## config.mk

```make
export PLATFORM = sky130hd
export DESIGN_NAME = load_cell_adc_serial_reader_core_flat
export DESIGN_NICKNAME = d
export VERILOG_FILES = /design/src/sv/lcr_pkg.sv /design/src/sv/lcr_if.sv /design/src/sv/lcr_front.sv /design/src/sv/lcr_queue.sv /design/src/sv/lcr_back.sv /design/src/sv/load_cell_adc_serial_reader_core.sv /design/src/flat_wrapper.sv
export SDC_FILE = /design/constraint.sdc
export NUM_CORES = 1
export LEC_CHECK = 0
export BUFFER_PORTS_ARGS = -buffer_cell sky130_fd_sc_hd__buf_2
export CORE_ASPECT_RATIO = 0.7
export CORE_MARGIN = 4
export CORE_UTILIZATION = 45
export CTS_BUF_LIST = sky130_fd_sc_hd__clkbuf_16
export CTS_CLUSTER_SIZE = 20
export DETAILED_ROUTE_END_ITERATION = 6
export PLACE_DENSITY = 0.7
export SETUP_SLACK_MARGIN = 0.05
export SLEW_MARGIN = 20
export SYNTH_ARGS = -nofsm -noshare
export SYNTH_HDL_FRONTEND = slang
export SYNTH_HIERARCHICAL = 1
export SYNTH_SLANG_ARGS = --single-unit
```

## constraint.sdc

```tcl
create_clock -name clk -period 3.45 [get_ports clk]
set_clock_uncertainty 0.05 [all_clocks]
set_input_delay 0.345 -clock clk [delete_from_list [all_inputs] [get_ports clk]]
set_output_delay 0.345 -clock clk [all_outputs]
set_load 0.005 [all_outputs]
```

## src/sv/lcr_pkg.sv

```systemverilog
package lcr_pkg;

  // widths fixed by the converter interface and the result fields
  localparam int RAW_W   = 24;
  localparam int PULSE_W = 5;
  localparam int DIV_W   = 16;

  // data pulses counted against the gain select setting
  localparam logic [PULSE_W-1:0] GAIN_BASE     = 5'd24;
  localparam logic [PULSE_W-1:0] GAIN_MAX      = 5'd27;
  localparam logic [PULSE_W-1:0] PULSES_RESET  = 5'd25;
  localparam logic [DIV_W-1:0]   DIVISOR_RESET = 16'd410;

  // register indexes on the configuration port
  localparam logic REG_TOTAL_PULSES  = 1'b0;
  localparam logic REG_SCALE_DIVISOR = 1'b1;

  // serial clock phase of the front end
  typedef enum logic [1:0] {
    PH_IDLE,
    PH_HIGH,
    PH_LOW
  } phase_t;

  // what the back end does to the running weight
  typedef enum logic [1:0] {
    OP_HOLD,
    OP_ZERO,
    OP_DIVIDE
  } weight_op_t;

  // back end state
  typedef enum logic [1:0] {
    BK_IDLE,
    BK_DIV,
    BK_DONE
  } bk_state_t;

  // one classified tick on its way to the back end
  typedef struct packed {
    logic             clock_pin;
    logic             sample_valid;
    logic [RAW_W-1:0] raw;
    logic             tare_stored;
    weight_op_t       op;
    logic [RAW_W-1:0] numer;
  } job_t;

  // queue fill status
  typedef struct packed {
    logic full;
    logic empty;
  } q_status_t;

endpackage

```

## src/sv/lcr_if.sv

```systemverilog
// input tick channel
interface lcr_in_if;
  logic valid;
  logic ready;
  logic data_pin;
  logic tare_request;

  modport source (output valid, output data_pin, output tare_request, input ready);
  modport sink (input valid, input data_pin, input tare_request, output ready);
endinterface

// result channel
interface lcr_out_if;
  logic        valid;
  logic        ready;
  logic        clock_pin;
  logic        sample_valid;
  logic [23:0] raw_sample;
  logic [23:0] weight;
  logic        tare_stored;

  modport source (output valid, output clock_pin, output sample_valid, output raw_sample,
                  output weight, output tare_stored, input ready);
  modport sink (input valid, input clock_pin, input sample_valid, input raw_sample,
                input weight, input tare_stored, output ready);
endinterface

```

## src/sv/lcr_front.sv

```systemverilog
module lcr_front #(
  parameter int SAMPLE_BITS = 24
) (
  input  logic              clk,
  input  logic              rst,
  lcr_in_if.sink            in_ch,
  input  logic [4:0]        total_pulses,
  input  lcr_pkg::q_status_t q_stat,
  output logic              push,
  output lcr_pkg::job_t     job
);
  import lcr_pkg::*;

  localparam logic [SAMPLE_BITS-1:0] TOP_BIT = {1'b1, {(SAMPLE_BITS-1){1'b0}}};

  phase_t                  phase, phase_next;
  logic [PULSE_W-1:0]      pulse_count, pulse_count_next;
  logic [SAMPLE_BITS-1:0]  shift, shift_next;
  logic [SAMPLE_BITS-1:0]  tare_count, tare_count_next;
  logic                    tare_pending, tare_pending_next;

  logic                    accept;
  logic [PULSE_W-1:0]      extra;
  logic [PULSE_W-1:0]      needed;
  logic [PULSE_W-1:0]      count_inc;
  logic                    done;
  logic                    tare_eff;
  logic [SAMPLE_BITS-1:0]  shift_in;
  logic [SAMPLE_BITS-1:0]  raw;

  // handshake towards the queue
  assign in_ch.ready = !q_stat.full;
  assign accept      = in_ch.valid && in_ch.ready;
  assign push        = accept;

  // gain select pulses clamped to one..three
  always_comb begin
    if (total_pulses <= GAIN_BASE) begin
      extra = 5'd1;
    end else if (total_pulses >= GAIN_MAX) begin
      extra = 5'd3;
    end else begin
      extra = total_pulses - GAIN_BASE;
    end
  end

  assign needed    = PULSE_W'(SAMPLE_BITS) + extra;
  assign count_inc = pulse_count + 5'd1;
  assign done      = (phase == PH_LOW) && (count_inc >= needed);
  assign tare_eff  = tare_pending || in_ch.tare_request;
  assign shift_in  = (pulse_count < PULSE_W'(SAMPLE_BITS)) ?
                     {shift[SAMPLE_BITS-2:0], in_ch.data_pin} : shift;
  assign raw       = shift_in ^ TOP_BIT;

  // next phase
  always_comb begin
    unique case (phase)
      PH_IDLE: phase_next = in_ch.data_pin ? PH_IDLE : PH_HIGH;
      PH_HIGH: phase_next = PH_LOW;
      PH_LOW:  phase_next = done ? PH_IDLE : PH_HIGH;
      default: phase_next = PH_IDLE;
    endcase
  end

  // classify the tick and update the sample state
  always_comb begin
    job               = '0;
    job.op            = OP_HOLD;
    pulse_count_next  = '0;
    shift_next        = '0;
    tare_count_next   = tare_count;
    tare_pending_next = tare_eff;
    unique case (phase)
      PH_HIGH: begin
        job.clock_pin    = 1'b1;
        pulse_count_next = pulse_count;
        shift_next       = shift;
      end
      PH_LOW: begin
        pulse_count_next = count_inc;
        shift_next       = shift_in;
        if (done) begin
          job.sample_valid = 1'b1;
          job.raw          = RAW_W'(raw);
          pulse_count_next = '0;
          shift_next       = '0;
          if (tare_eff) begin
            tare_count_next   = raw;
            tare_pending_next = 1'b0;
            job.tare_stored   = 1'b1;
          end else if (raw > tare_count) begin
            job.op    = OP_DIVIDE;
            job.numer = RAW_W'(raw - tare_count);
          end else if (raw != '0) begin
            job.op = OP_ZERO;
          end
        end
      end
      default: begin
      end
    endcase
  end

  // state registers, advanced once per accepted tick
  always_ff @(posedge clk) begin
    if (rst) begin
      phase        <= PH_IDLE;
      pulse_count  <= '0;
      shift        <= '0;
      tare_count   <= '0;
      tare_pending <= 1'b0;
    end else if (accept) begin
      phase        <= phase_next;
      pulse_count  <= pulse_count_next;
      shift        <= shift_next;
      tare_count   <= tare_count_next;
      tare_pending <= tare_pending_next;
    end
  end

endmodule

```

## src/sv/lcr_queue.sv

```systemverilog
module lcr_queue #(
  parameter int DEPTH = 4
) (
  input  logic               clk,
  input  logic               rst,
  input  logic               push,
  input  lcr_pkg::job_t      push_data,
  input  logic               pop,
  output lcr_pkg::job_t      head,
  output lcr_pkg::q_status_t stat
);
  import lcr_pkg::*;

  localparam int PTR_W = (DEPTH > 1) ? $clog2(DEPTH) : 1;
  localparam int CNT_W = $clog2(DEPTH + 1);

  job_t             entries [DEPTH];
  logic [PTR_W-1:0] wr_ptr;
  logic [PTR_W-1:0] rd_ptr;
  logic [CNT_W-1:0] count;

  assign head       = entries[rd_ptr];
  assign stat.full  = (count == CNT_W'(DEPTH));
  assign stat.empty = (count == '0);

  // entry storage
  always_ff @(posedge clk) begin
    if (push) begin
      entries[wr_ptr] <= push_data;
    end
  end

  // pointers and fill count
  always_ff @(posedge clk) begin
    if (rst) begin
      wr_ptr <= '0;
      rd_ptr <= '0;
      count  <= '0;
    end else begin
      if (push) begin
        wr_ptr <= (wr_ptr == PTR_W'(DEPTH - 1)) ? '0 : wr_ptr + 1'b1;
      end
      if (pop) begin
        rd_ptr <= (rd_ptr == PTR_W'(DEPTH - 1)) ? '0 : rd_ptr + 1'b1;
      end
      if (push && !pop) begin
        count <= count + 1'b1;
      end else if (pop && !push) begin
        count <= count - 1'b1;
      end
    end
  end

endmodule

```

## src/sv/lcr_back.sv

```systemverilog
module lcr_back #(
  parameter int SAMPLE_BITS = 24
) (
  input  logic               clk,
  input  logic               rst,
  input  lcr_pkg::job_t      head,
  input  lcr_pkg::q_status_t q_stat,
  output logic               pop,
  input  logic [15:0]        divisor,
  lcr_out_if.source          out_ch
);
  import lcr_pkg::*;

  localparam int CNT_W = $clog2(SAMPLE_BITS);

  bk_state_t               state, state_next;
  logic                    out_valid;
  job_t                    out_job;
  logic [SAMPLE_BITS-1:0]  out_weight;
  logic [SAMPLE_BITS-1:0]  cur_weight;

  job_t                    pend_job;
  logic [DIV_W-1:0]        rem;
  logic [SAMPLE_BITS-1:0]  quo;
  logic [CNT_W-1:0]        cnt;

  logic                    out_free;
  logic                    last;
  logic [DIV_W:0]          trial;
  logic                    ge;
  logic [DIV_W-1:0]        rem_next;
  logic                    start_div;
  logic                    load_out;
  job_t                    new_job;
  logic [SAMPLE_BITS-1:0]  new_weight;

  assign out_free = !out_valid || out_ch.ready;
  assign last     = (cnt == CNT_W'(SAMPLE_BITS - 1));

  // one restoring division step per cycle
  assign trial    = {rem, quo[SAMPLE_BITS-1]};
  assign ge       = (trial >= {1'b0, divisor});
  assign rem_next = ge ? DIV_W'(trial - {1'b0, divisor}) : trial[DIV_W-1:0];

  // next state
  always_comb begin
    state_next = state;
    unique case (state)
      BK_IDLE: begin
        if (!q_stat.empty && out_free && head.op == OP_DIVIDE) begin
          state_next = BK_DIV;
        end
      end
      BK_DIV: begin
        if (last) begin
          state_next = BK_DONE;
        end
      end
      BK_DONE: begin
        if (out_free) begin
          state_next = BK_IDLE;
        end
      end
      default: state_next = BK_IDLE;
    endcase
  end

  // queue pop, divider start and result load
  always_comb begin
    pop        = 1'b0;
    start_div  = 1'b0;
    load_out   = 1'b0;
    new_job    = head;
    new_weight = cur_weight;
    unique case (state)
      BK_IDLE: begin
        if (!q_stat.empty && out_free) begin
          pop = 1'b1;
          if (head.op == OP_DIVIDE) begin
            start_div = 1'b1;
          end else begin
            load_out = 1'b1;
            if (head.op == OP_ZERO) begin
              new_weight = '0;
            end
          end
        end
      end
      BK_DONE: begin
        if (out_free) begin
          load_out   = 1'b1;
          new_job    = pend_job;
          new_weight = quo;
        end
      end
      default: begin
      end
    endcase
  end

  // control and running weight
  always_ff @(posedge clk) begin
    if (rst) begin
      state      <= BK_IDLE;
      out_valid  <= 1'b0;
      cur_weight <= '0;
    end else begin
      state <= state_next;
      if (load_out) begin
        out_valid  <= 1'b1;
        cur_weight <= new_weight;
      end else if (out_ch.ready) begin
        out_valid <= 1'b0;
      end
    end
  end

  // result register and divider datapath
  always_ff @(posedge clk) begin
    if (load_out) begin
      out_job    <= new_job;
      out_weight <= new_weight;
    end
    if (start_div) begin
      pend_job <= head;
      rem      <= '0;
      quo      <= head.numer[SAMPLE_BITS-1:0];
      cnt      <= '0;
    end else if (state == BK_DIV) begin
      rem <= rem_next;
      quo <= {quo[SAMPLE_BITS-2:0], ge};
      cnt <= cnt + 1'b1;
    end
  end

  assign out_ch.valid        = out_valid;
  assign out_ch.clock_pin    = out_job.clock_pin;
  assign out_ch.sample_valid = out_job.sample_valid;
  assign out_ch.raw_sample   = out_job.raw;
  assign out_ch.weight       = RAW_W'(out_weight);
  assign out_ch.tare_stored  = out_job.tare_stored;

endmodule

```

## src/sv/load_cell_adc_serial_reader_core.sv

```systemverilog
// Two-wire load cell converter readout with tare. Each input transfer is one half period of
// the serial clock and gives exactly one result transfer carrying the clock level to drive,
// plus the finished sample, tare flag and net weight on the tick that ends a conversion.
// A tick whose sample is divided into a new net weight passes the back end's restoring
// divider (one quotient bit per cycle); every other tick goes straight to the result
// register. The front end keeps taking ticks into a QUEUE_DEPTH entry queue meanwhile and
// stalls its input once that queue is full; the back end takes no new tick from the queue
// until the division has finished and its result has been loaded.
// Registers: 0x0 total_pulses (25..27, clamped), 0x4 scale_divisor (0 acts as 1).
module load_cell_adc_serial_reader_core #(
  parameter int SAMPLE_BITS = 24,
  parameter int QUEUE_DEPTH = 4
) (
  input  logic        clk,
  input  logic        rst,
  lcr_in_if.sink      in_ch,
  lcr_out_if.source   out_ch,
  input  logic        psel,
  input  logic        penable,
  input  logic        pwrite,
  input  logic [2:0]  paddr,
  input  logic [31:0] pwdata,
  output logic [31:0] prdata,
  output logic        pready
);
  import lcr_pkg::*;

  logic [PULSE_W-1:0] total_pulses;
  logic [DIV_W-1:0]   scale_divisor;
  logic [DIV_W-1:0]   div_eff;
  logic               cfg_write;

  logic               push;
  logic               pop;
  job_t               push_job;
  job_t               head_job;
  q_status_t          q_stat;

  // configuration port
  assign pready    = 1'b1;
  assign cfg_write = psel && penable && pwrite && pready;

  always_ff @(posedge clk) begin
    if (rst) begin
      total_pulses  <= PULSES_RESET;
      scale_divisor <= DIVISOR_RESET;
    end else if (cfg_write) begin
      unique case (paddr[2])
        REG_TOTAL_PULSES:  total_pulses  <= pwdata[PULSE_W-1:0];
        REG_SCALE_DIVISOR: scale_divisor <= pwdata[DIV_W-1:0];
        default: begin
        end
      endcase
    end
  end

  always_comb begin
    unique case (paddr[2])
      REG_TOTAL_PULSES:  prdata = 32'(total_pulses);
      REG_SCALE_DIVISOR: prdata = 32'(scale_divisor);
      default:           prdata = '0;
    endcase
  end

  // zero divisor behaves as one
  assign div_eff = (scale_divisor == '0) ? 16'd1 : scale_divisor;

  // serial front end
  lcr_front #(
    .SAMPLE_BITS (SAMPLE_BITS)
  ) u_front (
    .clk          (clk),
    .rst          (rst),
    .in_ch        (in_ch),
    .total_pulses (total_pulses),
    .q_stat       (q_stat),
    .push         (push),
    .job          (push_job)
  );

  // decoupling queue
  lcr_queue #(
    .DEPTH (QUEUE_DEPTH)
  ) u_queue (
    .clk       (clk),
    .rst       (rst),
    .push      (push),
    .push_data (push_job),
    .pop       (pop),
    .head      (head_job),
    .stat      (q_stat)
  );

  // weight back end
  lcr_back #(
    .SAMPLE_BITS (SAMPLE_BITS)
  ) u_back (
    .clk     (clk),
    .rst     (rst),
    .head    (head_job),
    .q_stat  (q_stat),
    .pop     (pop),
    .divisor (div_eff),
    .out_ch  (out_ch)
  );

`ifndef NO_ASSERTIONS
  // tare capture only on a finished conversion
  a_tare_on_sample: assert property (@(posedge clk) disable iff (rst)
    out_ch.valid |-> (!out_ch.tare_stored || out_ch.sample_valid))
    else $error("tare flag without a finished sample");

  // raw sample field is zero on plain ticks
  a_raw_zero: assert property (@(posedge clk) disable iff (rst)
    (out_ch.valid && !out_ch.sample_valid) |-> (out_ch.raw_sample == '0))
    else $error("raw sample on a tick without conversion");

  // queue status is never full and empty together
  a_queue_status: assert property (@(posedge clk) disable iff (rst)
    !(q_stat.full && q_stat.empty))
    else $error("queue status inconsistent");

  // nothing pops an empty queue
  a_pop_nonempty: assert property (@(posedge clk) disable iff (rst)
    pop |-> !q_stat.empty)
    else $error("pop from empty queue");
`endif

endmodule

```

## src/flat_wrapper.sv

```systemverilog
// flat-port wrapper written by rule: the top's interface ports become plain ports
module load_cell_adc_serial_reader_core_flat import lcr_pkg::*;
#(
  parameter int SAMPLE_BITS = 24,
  parameter int QUEUE_DEPTH = 4
)
  (clk, rst, psel, penable, pwrite, paddr, pwdata, prdata, pready, in_ch_valid, in_ch_data_pin, in_ch_tare_request, in_ch_ready, out_ch_valid, out_ch_clock_pin, out_ch_sample_valid, out_ch_raw_sample, out_ch_weight, out_ch_tare_stored, out_ch_ready);
  lcr_in_if in_ch_i ();
  lcr_out_if out_ch_i ();
  input  logic clk;
  input  logic rst;
  input  logic psel;
  input  logic penable;
  input  logic pwrite;
  input  logic [2:0] paddr;
  input  logic [31:0] pwdata;
  output logic [31:0] prdata;
  output logic pready;
  input wire logic [$bits(in_ch_i.valid)-1:0] in_ch_valid;
  input wire logic [$bits(in_ch_i.data_pin)-1:0] in_ch_data_pin;
  input wire logic [$bits(in_ch_i.tare_request)-1:0] in_ch_tare_request;
  output wire logic [$bits(in_ch_i.ready)-1:0] in_ch_ready;
  output wire logic [$bits(out_ch_i.valid)-1:0] out_ch_valid;
  output wire logic [$bits(out_ch_i.clock_pin)-1:0] out_ch_clock_pin;
  output wire logic [$bits(out_ch_i.sample_valid)-1:0] out_ch_sample_valid;
  output wire logic [$bits(out_ch_i.raw_sample)-1:0] out_ch_raw_sample;
  output wire logic [$bits(out_ch_i.weight)-1:0] out_ch_weight;
  output wire logic [$bits(out_ch_i.tare_stored)-1:0] out_ch_tare_stored;
  input wire logic [$bits(out_ch_i.ready)-1:0] out_ch_ready;
  assign in_ch_i.valid = in_ch_valid;
  assign in_ch_i.data_pin = in_ch_data_pin;
  assign in_ch_i.tare_request = in_ch_tare_request;
  assign in_ch_ready = in_ch_i.ready;
  assign out_ch_valid = out_ch_i.valid;
  assign out_ch_clock_pin = out_ch_i.clock_pin;
  assign out_ch_sample_valid = out_ch_i.sample_valid;
  assign out_ch_raw_sample = out_ch_i.raw_sample;
  assign out_ch_weight = out_ch_i.weight;
  assign out_ch_tare_stored = out_ch_i.tare_stored;
  assign out_ch_i.ready = out_ch_ready;
  load_cell_adc_serial_reader_core #(.SAMPLE_BITS(SAMPLE_BITS), .QUEUE_DEPTH(QUEUE_DEPTH)) u_core (.clk(clk), .rst(rst), .in_ch(in_ch_i), .out_ch(out_ch_i), .psel(psel), .penable(penable), .pwrite(pwrite), .paddr(paddr), .pwdata(pwdata), .prdata(prdata), .pready(pready));
endmodule
```

==> flow_summary.yaml, run 1 <==
outcome:
  status: "complete, no violations"
detailed_routing:
  drc_errors: 0
  vias: 13540
  routed.top_layer: "met4"
  wl_met2_um: 21130
  routed_wl_um: 47590
  first_iter_violations: 1114
  wl_met3_um: 3392
  drt_first_pass_iters: 5
  avgViaCountPerCell: 5.509
  drtAntennaViolNets: 0
  m1WireLength_um: 22290
  wire_per_inst_um: 19.36
final_layout:
  num_antenna_cells: 0
  layout-drive-gt1-share_pct: 25.93
  finalNetCount: 1920
  layout_commonest_cell: "edfxtp_1"
  final_cell_mix: "314 x edfxtp_1, 148 x nand2_1, 136 x buf_4"
  fin_util_pct: 53.88
  fin_cells: 2458
  syn_to_final_growth_pct: 17.93
  n_fill_cell: 3696
sta:
  drv_slew: 0
  max_freq_ghz: 0.3030
  hold_viol: 0
  min_period_ps: 3300
  hold_ws_ps: 37.67
  rsz0062_at_grt: "true"
  finalCritPeriodShare_pct: 95.65
  fin_ws_ps: 150.0
  worst_slew_pin_slew_ps: 1067
  slew_headroom_pct: 28.22
  finalSetupViolCount: 0
hold_path:
  holdPathEnd: "u_core/scale_divisor[7]"
  hp-start: "pwdata[7]"
  hold_class: "input pin to flip-flop"
  min_path_cells: 3
global_routing:
  grt_overflow: 0
  grt_pass1_vias: 13640
  antenna_found_initial: 0
  grtUsageTotal_pct: 18.95
  grt_first_pass_wirelength_um: 75810
  grt_max_degree: 75
place:
  hpwl_um: 32160
  detailedPlace.worstSlack_ps: -180.7
  place_inst: 2345
  io_buffer_count: 94
  place.gp.congestion: 0.8857
clock_network:
  clock-root-buffer: "clkbuf_16"
  cts_num_sinks: 448
  clkLatencyLatePin_ps: 580
  clkTransAtPathRegs_ps: 70
  cts_inserted_buffers: 44
  h-tree-depth: 2
  clock_path_buffers: 3
  cts_tree: "done"
logic_synthesis:
  synth.largest_area_cell: "edfxtp_1"
  avgSynthCellArea_um2: 12.73
  yosys_register_bits: 448
  synth_edf_count: 314
  seq_area_frac_synth_pct: 58.73
  synthArstFlopShare_pct: 0
  syn_inst: 1620
  synth_area_leaders: "edfxtp_1 46%, dfxtp_1 13%, mux4_2 5.5%"
  synthDominantCellAreaShare_pct: 45.72
  yosys_warnings: 6
  syn_area_um2: 20620
  ys_types: 84
  ys.flop_type: "edfxtp_1"
power:
  power_density_nw_per_um2: 652.7
  p_leak_nw: 9.310
  power_w: 0.01587
  peakVddDrop_v: 0.0004437
die:
  die-area_um2: 49370
  initial_core_util_pct: 45.69
  core_um2: 45140
  ios: 130
  die-width_um: 263.9
  die_y_um: 187.1
  rows: 65
worst_setup_path:
  crit_fanout: 8
  cp.arrival_ps: 3560
  crit_required_ps: 3710
  cp-start-kind: "flip-flop"
  r2r_start: "u_core/u_front/pulse_count[3]"
  end_kind: "flip-flop"
  worstReg2RegEnd: "u_core/u_queue/entries[1][14]"
  r2r_cells: 13
  crit_type: "flip-flop to flip-flop"
  rrSetupSlack_ps: 150
run:
  max_cap_violations: 0
[worst max-delay path by stage]
| stage | endpoint | startpoint | slack, ps | cells past startpoint |
|---|---|---|---|---|
| 3_5_place_dp | u_core/u_queue/entries[0][24] | u_core/u_front/pulse_count[3] | -180 | 11 |
| 2_1_floorplan | u_core/u_queue/entries[0][10] | u_core/u_front/pulse_count[3] | 140 | 13 |
| 3_3_place_gp | u_core/u_queue/entries[0][18] | u_core/u_front/pulse_count[3] | -80 | 12 |
| 5_1_grt | u_core/u_queue/entries[3][11] | u_core/u_front/pulse_count[3] | 30 | 12 |
| 4_1_cts | u_core/u_queue/entries[2][8] | u_core/u_front/pulse_count[3] | 60 | 13 |
| 6_report | u_core/u_queue/entries[1][14] | u_core/u_front/pulse_count[3] | 150 | 13 |
[metal layers]
| metal | vias to the layer above | track usage [%] |
|---|---|---|
| met1 | 6713 | 27.80 |
| met2 | 377 | 29.56 |
| met3 | 63 | 4.050 |
| met5 | - | 0 |
| li1 | 6388 | - |
| met4 | 0 | 3.614 |
[logic make-up (layout without fill, tap and decap cells)]
family | count (synthesis) | in the layout | share of synthesized area [%]
other | 3 | 18 | 0.05460
muxes | 136 | 136 | 10.07
AOI/OAI and AO/OA | 292 | 295 | 10.47
xor gates and xnor gates | 32 | 32 | 1.359
buffers and inverters | 204 | 421 | 4.939
adders and majority gates | 57 | 57 | 3.568
DFF | 448 | 448 | 58.73
and+or+nand+nor | 448 | 448 | 10.81
[repair_timing]
action / in CTS / in global routing
endpoints found under the hold margin: 16 / 0
resized for setup: 16 / 35
hold buffers: 14 / 0
gates cloned: 3 / 0
buffers inserted: 6 / 8
setup endpoints to repair: 100 / 104
pin swaps: 5 / 15
[sequential cells by signal (all words and copies together), names as in the netlist, 3 cells and up, named ones only]
name	flops
u_core/u_back/cnt	5
u_core/u_back/cur_weight	24
u_core/u_back/rem	16
u_core/u_front/shift	24
u_core/u_front/pulse_count	5
u_core/u_back/quo	24
u_core/u_back/out_ch.weight	24
u_core/u_back/pend_job	27
u_core/scale_divisor	16
u_core/total_pulses	5
u_core/u_back/out_ch.raw_sample	24
u_core/u_front/tare_count	24
u_core/u_queue/entries	212
u_core/u_queue/count	3
[through the flow]
stage / TNS, ps / area (um2)
finish: 0 / 24320
global placement: -3477 / 22270
floorplan: 0 / 20690
detailed placement: -11400 / 22270
CTS: 0 / 24020
global route: 0 / 24320
[power by group]
part	internal, W	leakage (nW)	switching (W)
Clock	0.00258	0.716	0.00209
Sequential	0.00694	3.98	0.000338
Combinational	0.00163	4.62	0.00230
Total	0.0111	9.31	0.00472
[critical path, stage by stage, from the launching register on]
cell and delay, ps:
dfxtp_1 330, nand2_4 150, buf_4 190, mux2i_1 300
inv_1 80, ha_1 310, and3_1 250, a221o_1 390
a21oi_2 210, nor2_4 60, buf_12 140, o21bai_4 290
nor4b_1 100, buf_4 160
[cells in the mapped netlist, drive strengths merged, types with 38 or more instances]
master and count:
dfxtp 134, mux4 53, buf 52, mux2i 50, inv 87, clkbuf 65
nor2 90, edfxtp 314, nand2 150, o21ai 57, ha 54, a21oi 56
nor3 38
[cell type report]
class	instances	area [um2]	area share, %
clock buffer	44	1101	4.527
multi-input combinational	986	7915	32.54
timing repair buffer	252	1789	7.357
clock inverter	38	314.1	1.291
inverter	87	329.1	1.353
sequential	448	12120	49.83
tap	603	754.5	3.102
No activity file was read; power rests on OpenSTA's default activity.
==> inputs of run 2 (changes only) <==
--- a/config.mk
+++ b/config.mk
@@ -8,14 +8,13 @@
 export BUFFER_PORTS_ARGS = -buffer_cell sky130_fd_sc_hd__buf_2
 export CORE_ASPECT_RATIO = 0.7
 export CORE_MARGIN = 4
-export CORE_UTILIZATION = 45
+export CORE_UTILIZATION = 40
 export CTS_BUF_LIST = sky130_fd_sc_hd__clkbuf_16
 export CTS_CLUSTER_SIZE = 20
 export DETAILED_ROUTE_END_ITERATION = 6
-export PLACE_DENSITY = 0.7
+export PLACE_DENSITY = 0.65
 export SETUP_SLACK_MARGIN = 0.05
 export SLEW_MARGIN = 20
 export SYNTH_ARGS = -nofsm -noshare
 export SYNTH_HDL_FRONTEND = slang
-export SYNTH_HIERARCHICAL = 1
 export SYNTH_SLANG_ARGS = --single-unit
==> run 2 against run 1 <==
Clock power is 3% higher. First-iteration DRC count is 23% lower. Worst setup slack worse by 37 ps. Largest cell class unchanged.
==> flow_summary.yaml, run 2 <==
clock_network:
  clock_path_buffers: 3
  h-tree-depth: 2
  clock-root-buffer: "clkbuf_16"
  cts_tree: "done"
  clkTransAtPathRegs_ps: 60
  cts_num_sinks: 448
  cts_inserted_buffers: 45
  clkLatencyLatePin_ps: 580
worst_setup_path:
  crit_type: "flip-flop to flip-flop"
  cp-start-kind: "flip-flop"
  cp_slowest_cell: "or4_4"
  crit_required_ps: 3710
  cp.arrival_ps: 3600
  worstReg2RegEnd: "u_core.u_queue.entries[1][20]"
  r2r_cells: 15
  crit_fanout: 6
  r2r_start: "u_core.u_front.pulse_count[4]"
  end_kind: "flip-flop"
  path_delay_family: "simple AND/OR/NAND/NOR gates"
  path_cells: "nand2_4 > buf_12 > buf_12 > mux2i_4 > inv_1 > ha_1 > and3_4 > nand3_2 > nor2_2 > buf_4 > nand4_1 > or4_4 > buf_4 > nand3_4 > nor3b_2"
  path_buf_inv: 5
  rrSetupSlack_ps: 110
  crit_path_max_incr_delay_ps: 540
logic_synthesis:
  ys_types: 67
  seq_area_frac_synth_pct: 62.00
  avgSynthCellArea_um2: 12.32
  ys.flop_type: "edfxtp_1"
  yosys_warnings: 0
  synth.most_common_cell: "edfxtp_1"
  syn_area_um2: 19540
  synthDominantCellAreaShare_pct: 48.26
  synth.largest_area_cell: "edfxtp_1"
  synth_area_leaders: "edfxtp_1 48%, dfxtp_1 14%, mux4_2 6.1%"
  synthArstFlopShare_pct: 0
  synth_edf_count: 314
  synth_common_cells: "314 x edfxtp_1, 251 x nand2_1, 134 x dfxtp_1"
  yosys_register_bits: 448
  syn_inst: 1586
sta:
  rsz0062_at_grt: "true"
  slew_headroom_pct: 37.25
  finalSetupViolCount: 0
  worst_slew_pin_slew_ps: 941.2
  fin_ws_ps: 112.7
  max_freq_ghz: 0.2996
  hold_viol: 0
  finalCritPeriodShare_pct: 96.73
  drv_slew: 0
  min_period_ps: 3337
final_layout:
  reg_top3: "u_core.u_queue.entries: 212 flops, u_core.u_back.pend_job: 27 flops"
  multi_input_area_um2: 7177
  layout-drive-gt1-share_pct: 22.49
  syn_to_final_growth_pct: 19.60
  finalNetCount: 1869
  final_cell_mix: "314 x edfxtp_1, 250 x nand2_1, 129 x dfxtp_1"
  largest_reg_flops: 212
  fin_util_pct: 48.64
  register_area_um2: 12120
  layout_commonest_cell: "edfxtp_1"
  num_antenna_cells: 0
  n_fill_cell: 4164
  regMostFlops: "u_core.u_queue.entries"
die:
  core_um2: 48030
  die-width_um: 272.1
  rows: 67
  ios: 130
  initial_core_util_pct: 40.67
  die_y_um: 192.9
  die-area_um2: 52500
global_routing:
  grt_max_degree: 83
  grtUsageTotal_pct: 15.98
  grt_overflow: 0
  antenna_found_initial: 0
  grt_first_pass_wirelength_um: 67430
  grt_pass1_vias: 12390
detailed_routing:
  drtAntennaViolNets: 0
  first_iter_violations: 859
  avgViaCountPerCell: 5.087
  drc_errors: 0
  vias: 12520
  drt_first_pass_iters: 6
  routed_wl_um: 42520
  wire_per_inst_um: 17.28
power:
  power_density_nw_per_um2: 688.9
  peakVddDrop_v: 0.0004037
  p_leak_nw: 8.994
hold_path:
  holdPathEnd: "u_core.u_back.out_ch.valid"
  hp-start: "out_ch_ready"
  hold_class: "input pin to flip-flop"
  min_path_cells: 3
place:
  io_buffer_count: 94
  detailedPlace.worstSlack_ps: -88.20
  hpwl_um: 27580
  place.gp.congestion: 0.8327
outcome:
  status: "complete, no violations"
run:
  max_cap_violations: 0
-- run 2: stage by stage --
stage | TNS [ps] | power [W] | std cells | instance area [um2] | hold WS (ps)
5_1_grt | -318.7 | 0.01702 | 2460 | 23360 | 28.35
3_5_place_dp | -4162 | 0.01142 | 2348 | 21210 | 398.9
3_3_place_gp | -3899 | 0.01132 | 2348 | 21210 | 391.8
2_1_floorplan | 0 | 0.01015 | 1602 | 19660 | 374.7
6_report | 0 | 0.01610 | 2460 | 23360 | 46.70
4_1_cts | 0 | 0.01631 | 2452 | 22970 | 14.69
-- run 2: where the power goes --
part           switching, W  total (W)  internal (W)
clock               0.00210    0.00482       0.00273
sequential         0.000356    0.00736       0.00700
combinational       0.00229    0.00392       0.00162
total               0.00475     0.0161        0.0114
-- run 2: worst max-delay path by stage --
stage | startpoint | endpoint | slack, ps | depth (start not counted)
after global placement | in_ch_data_pin | u_core.u_queue.entries[0][9] | -80 | 14
after global routing | u_core.u_front.pulse_count[4] | u_core.u_queue.entries[2][22] | -20 | 15
final | u_core.u_front.pulse_count[4] | u_core.u_queue.entries[1][20] | 110 | 15
after CTS | u_core.u_front.pulse_count[3] | u_core.u_queue.entries[1][20] | 40 | 15
after detailed placement | u_core.u_front.pulse_count[4] | u_core.u_queue.entries[1][3] | -90 | 14
after floorplan | u_core.u_front.pulse_count[3] | u_core.u_queue.entries[0][22] | 60 | 15
-- run 2: layout make-up --
class,count,share of cell area [%]
inverters,84,1.349
well taps,655,3.508
clock inverters,37,1.242
repair buffers,207,6.276
clock buffers,47,5.034
flip-flops and latches,448,51.87
multi-input cells,982,30.72
-- run 2: worst min-delay path: stages --
cell	delay (ps)
buf_2	90
nand2b_1	120
a21oi_1	60
-- run 2: cell families (layout without fill, tap and decap cells) --
group	count (synthesis)	after routing	synth area share, %
other	2	18	0.03844
muxes	102	102	8.652
DFF	448	448	62.00
AOI/OAI and AO/OA	243	243	8.243
adders and majority gates	57	57	3.766
xor gates and xnor gates	36	36	1.614
buffers and inverters	173	375	3.830
and+or+nand+nor	525	526	11.86
-- run 2: repair_timing --
item / in CTS / in global routing
endpoints found under the setup margin: 102 / 134
resized for setup: 17 / 86
pin swaps: 8 / 29
hold endpoints to repair: 21 / 0
buffers inserted: 2 / 9
hold buffers: 16 / 0
cloned: 2 / 0
-- run 2: per-layer routing --
metal	wire, um	GRT usage, %
met1	20370	22.97
met2	19830	25.78
met3	1568	2.635
met4	746	3.619
met5	0	0
==> inputs of run 3 (changes only) <==
--- a/config.mk
+++ b/config.mk
@@ -12,7 +12,6 @@
 export CTS_BUF_LIST = sky130_fd_sc_hd__clkbuf_16
 export CTS_CLUSTER_SIZE = 20
 export DETAILED_ROUTE_END_ITERATION = 6
-export PLACE_DENSITY = 0.65
 export SETUP_SLACK_MARGIN = 0.05
 export SLEW_MARGIN = 20
 export SYNTH_ARGS = -nofsm -noshare
==> run 3 against run 2 <==
The flow now finishes with violations (DRC). Total power decreased by 0.73%. Fmax decreased by 1.5%. Routed wire length increased by 1.7%. Global-route usage increased by 0.23 points. Via count increased by 0.83%. Worst hold slack improved by 36 ps. Combinational power about the same. Clock power decreased by 3%. Final area increased by 0.42%. Non-clock buffer count increased by 9. Cell count increased by 0.20%. Worst setup slack got worse by 51 ps. Critical path type unchanged. Largest cell class unchanged. Largest power group unchanged.
==> flow_summary.yaml, run 3 (synthesis gave the netlist of run 2 again) <==
outcome:
  status: "finished, violations left"
  violations: "DRC"
clock_network:
  cts_inserted_buffers: 44
  cts_tree: "done"
  clkTransAtPathRegs_ps: 60
  clock-root-buffer: "clkbuf_16"
  clkLatencyLatePin_ps: 550
  h-tree-depth: 2
  clock_path_buffers: 3
  cts_num_sinks: 448
power:
  p_leak_nw: 9.043
  peakVddDrop_v: 0.0005234
  power_density_nw_per_um2: 681.1
  power_w: 0.01598
final_layout:
  finalNetCount: 1877
  register_area_um2: 12120
  layout-drive-gt1-share_pct: 22.27
  multi_input_area_um2: 7229
  syn_to_final_growth_pct: 20.10
  largest_reg_flops: 212
  layout_commonest_cell: "edfxtp_1"
  reg_top3: "u_core.u_queue.entries: 212 flops, u_core.u_back.pend_job: 27 flops"
  final_cell_mix: "314 x edfxtp_1, 250 x nand2_1, 129 x dfxtp_1"
  num_antenna_cells: 0
  regMostFlops: "u_core.u_queue.entries"
  fin_cells: 2465
  n_fill_cell: 4208
die:
  core_um2: 48030
  ios: 130
  initial_core_util_pct: 40.67
  die-width_um: 272.1
  rows: 67
  die-area_um2: 52500
  die_y_um: 192.9
detailed_routing:
  avgViaCountPerCell: 5.119
  routed_wl_um: 43220
  first_iter_violations: 898
  drtAntennaViolNets: 0
  wire_per_inst_um: 17.53
  drt_first_pass_iters: 7
  vias: 12620
  drc_errors: 9
sta:
  drv_slew: 0
  finalSetupViolCount: 0
  rsz0062_at_grt: "true"
  hold_viol: 0
  slew_headroom_pct: 35.16
  finalCritPeriodShare_pct: 98.21
  max_freq_ghz: 0.2951
  min_period_ps: 3388
  worst_slew_pin_slew_ps: 972.6
global_routing:
  grtUsageTotal_pct: 16.20
  grt_max_degree: 82
  antenna_found_initial: 0
  grt_pass1_vias: 12350
  grt_overflow: 0
  grt_first_pass_wirelength_um: 68050
run:
  max_cap_violations: 0
worst_setup_path:
  cp-start-kind: "flip-flop"
  crit_type: "flip-flop to flip-flop"
  crit_fanout: 5
  crit_required_ps: 3690
  cp.arrival_ps: 3630
  end_kind: "flip-flop"
place:
  place.gp.congestion: 0.8467
  place_inst: 2354
  hpwl_um: 28210
  io_buffer_count: 94
hold_path:
  hold_class: "input pin to flip-flop"
run 3: cell count changes in the layout (fill, tap and decap cells not counted), sizes merged:
cell | previous run | this run
buf | 191 | 197
inv | 101 | 95
clkinv | 14 | 18
clkinvlp | 3 | 1
bufbuf | 0 | 1
bufinv | 3 | 4
dlygate4sd3 | 16 | 17
run 3: power by group:
group / internal [W] / switching (W) / total (W)
Sequential: 0.00700 / 0.000356 / 0.00736
Combinational: 0.00162 / 0.00233 / 0.00394
Clock: 0.00270 / 0.00198 / 0.00468
run 3: final timing paths:
check        cells after the start                     startpoint                            end  slack (ps)
max                             14  u_core.u_front.pulse_count[3]  u_core.u_queue.entries[1][18]          60
min                              3             in_ch_tare_request    u_core.u_front.tare_pending          80
max reg2reg                     14  u_core.u_front.pulse_count[3]  u_core.u_queue.entries[1][18]          60
min reg2reg                      2       u_core.scale_divisor[12]       u_core.scale_divisor[12]         420
run 3: metal layers:
| layer | track usage, % | routed length, um |
|---|---|---|
| met2 | 24.82 | 19260 |
| met5 | 0 | 0 |
| met3 | 2.523 | 1878 |
| met4 | 3.599 | 754 |
| met1 | 24.53 | 21330 |
run 3: final cells by class:
cell class                 count  share of cell area, %
multi-input combinational    982                  30.81
clock buffer                  46                  4.906
sequential                   448                  51.66
tap                          655                  3.493
inverter                      84                  1.365
clock inverter                34                  1.099
timing repair buffer         216                  6.666
run 3: timing repair:
action | CTS | global route
gates resized for setup | 20 | 87
buffers inserted | 4 | 7
setup endpoints to repair | 100 | 105
cloned | 2 | 1
hold endpoints to repair | 22 | 0
hold buffers | 17 | 0
pin swaps | 10 | 23
run 3: worst max-delay path, cell delays in order (launching register included):
cell and delay (ps):
dfxtp_2 330, nand2_4 100, mux2i_4 250, ha_2 220, inv_2 40, fa_2 340, a21o_1 190, a221oi_2 290
o21ai_2 120, a2111oi_4 400, o21ai_1 130, a21o_2 260, nand3_4 160, buf_8 170, nor2_4 50
run 3: per-stage QoR:
step                      instance area (um2)  hold WS, ps  setup WS (ps)  TNS [ps]  utilization (%)
after CTS                               23000        61.53          20.79         0            47.88
after detailed placement                21250        400.8         -138.3     -8280            44.24
final                                   23460        82.68          61.79         0            48.84
after floorplan                         19660        374.7          61.54         0                -
after global placement                  21250        388.5         -129.8     -8003            44.24
after global routing                    23460        83.54         -117.1     -8171            48.84
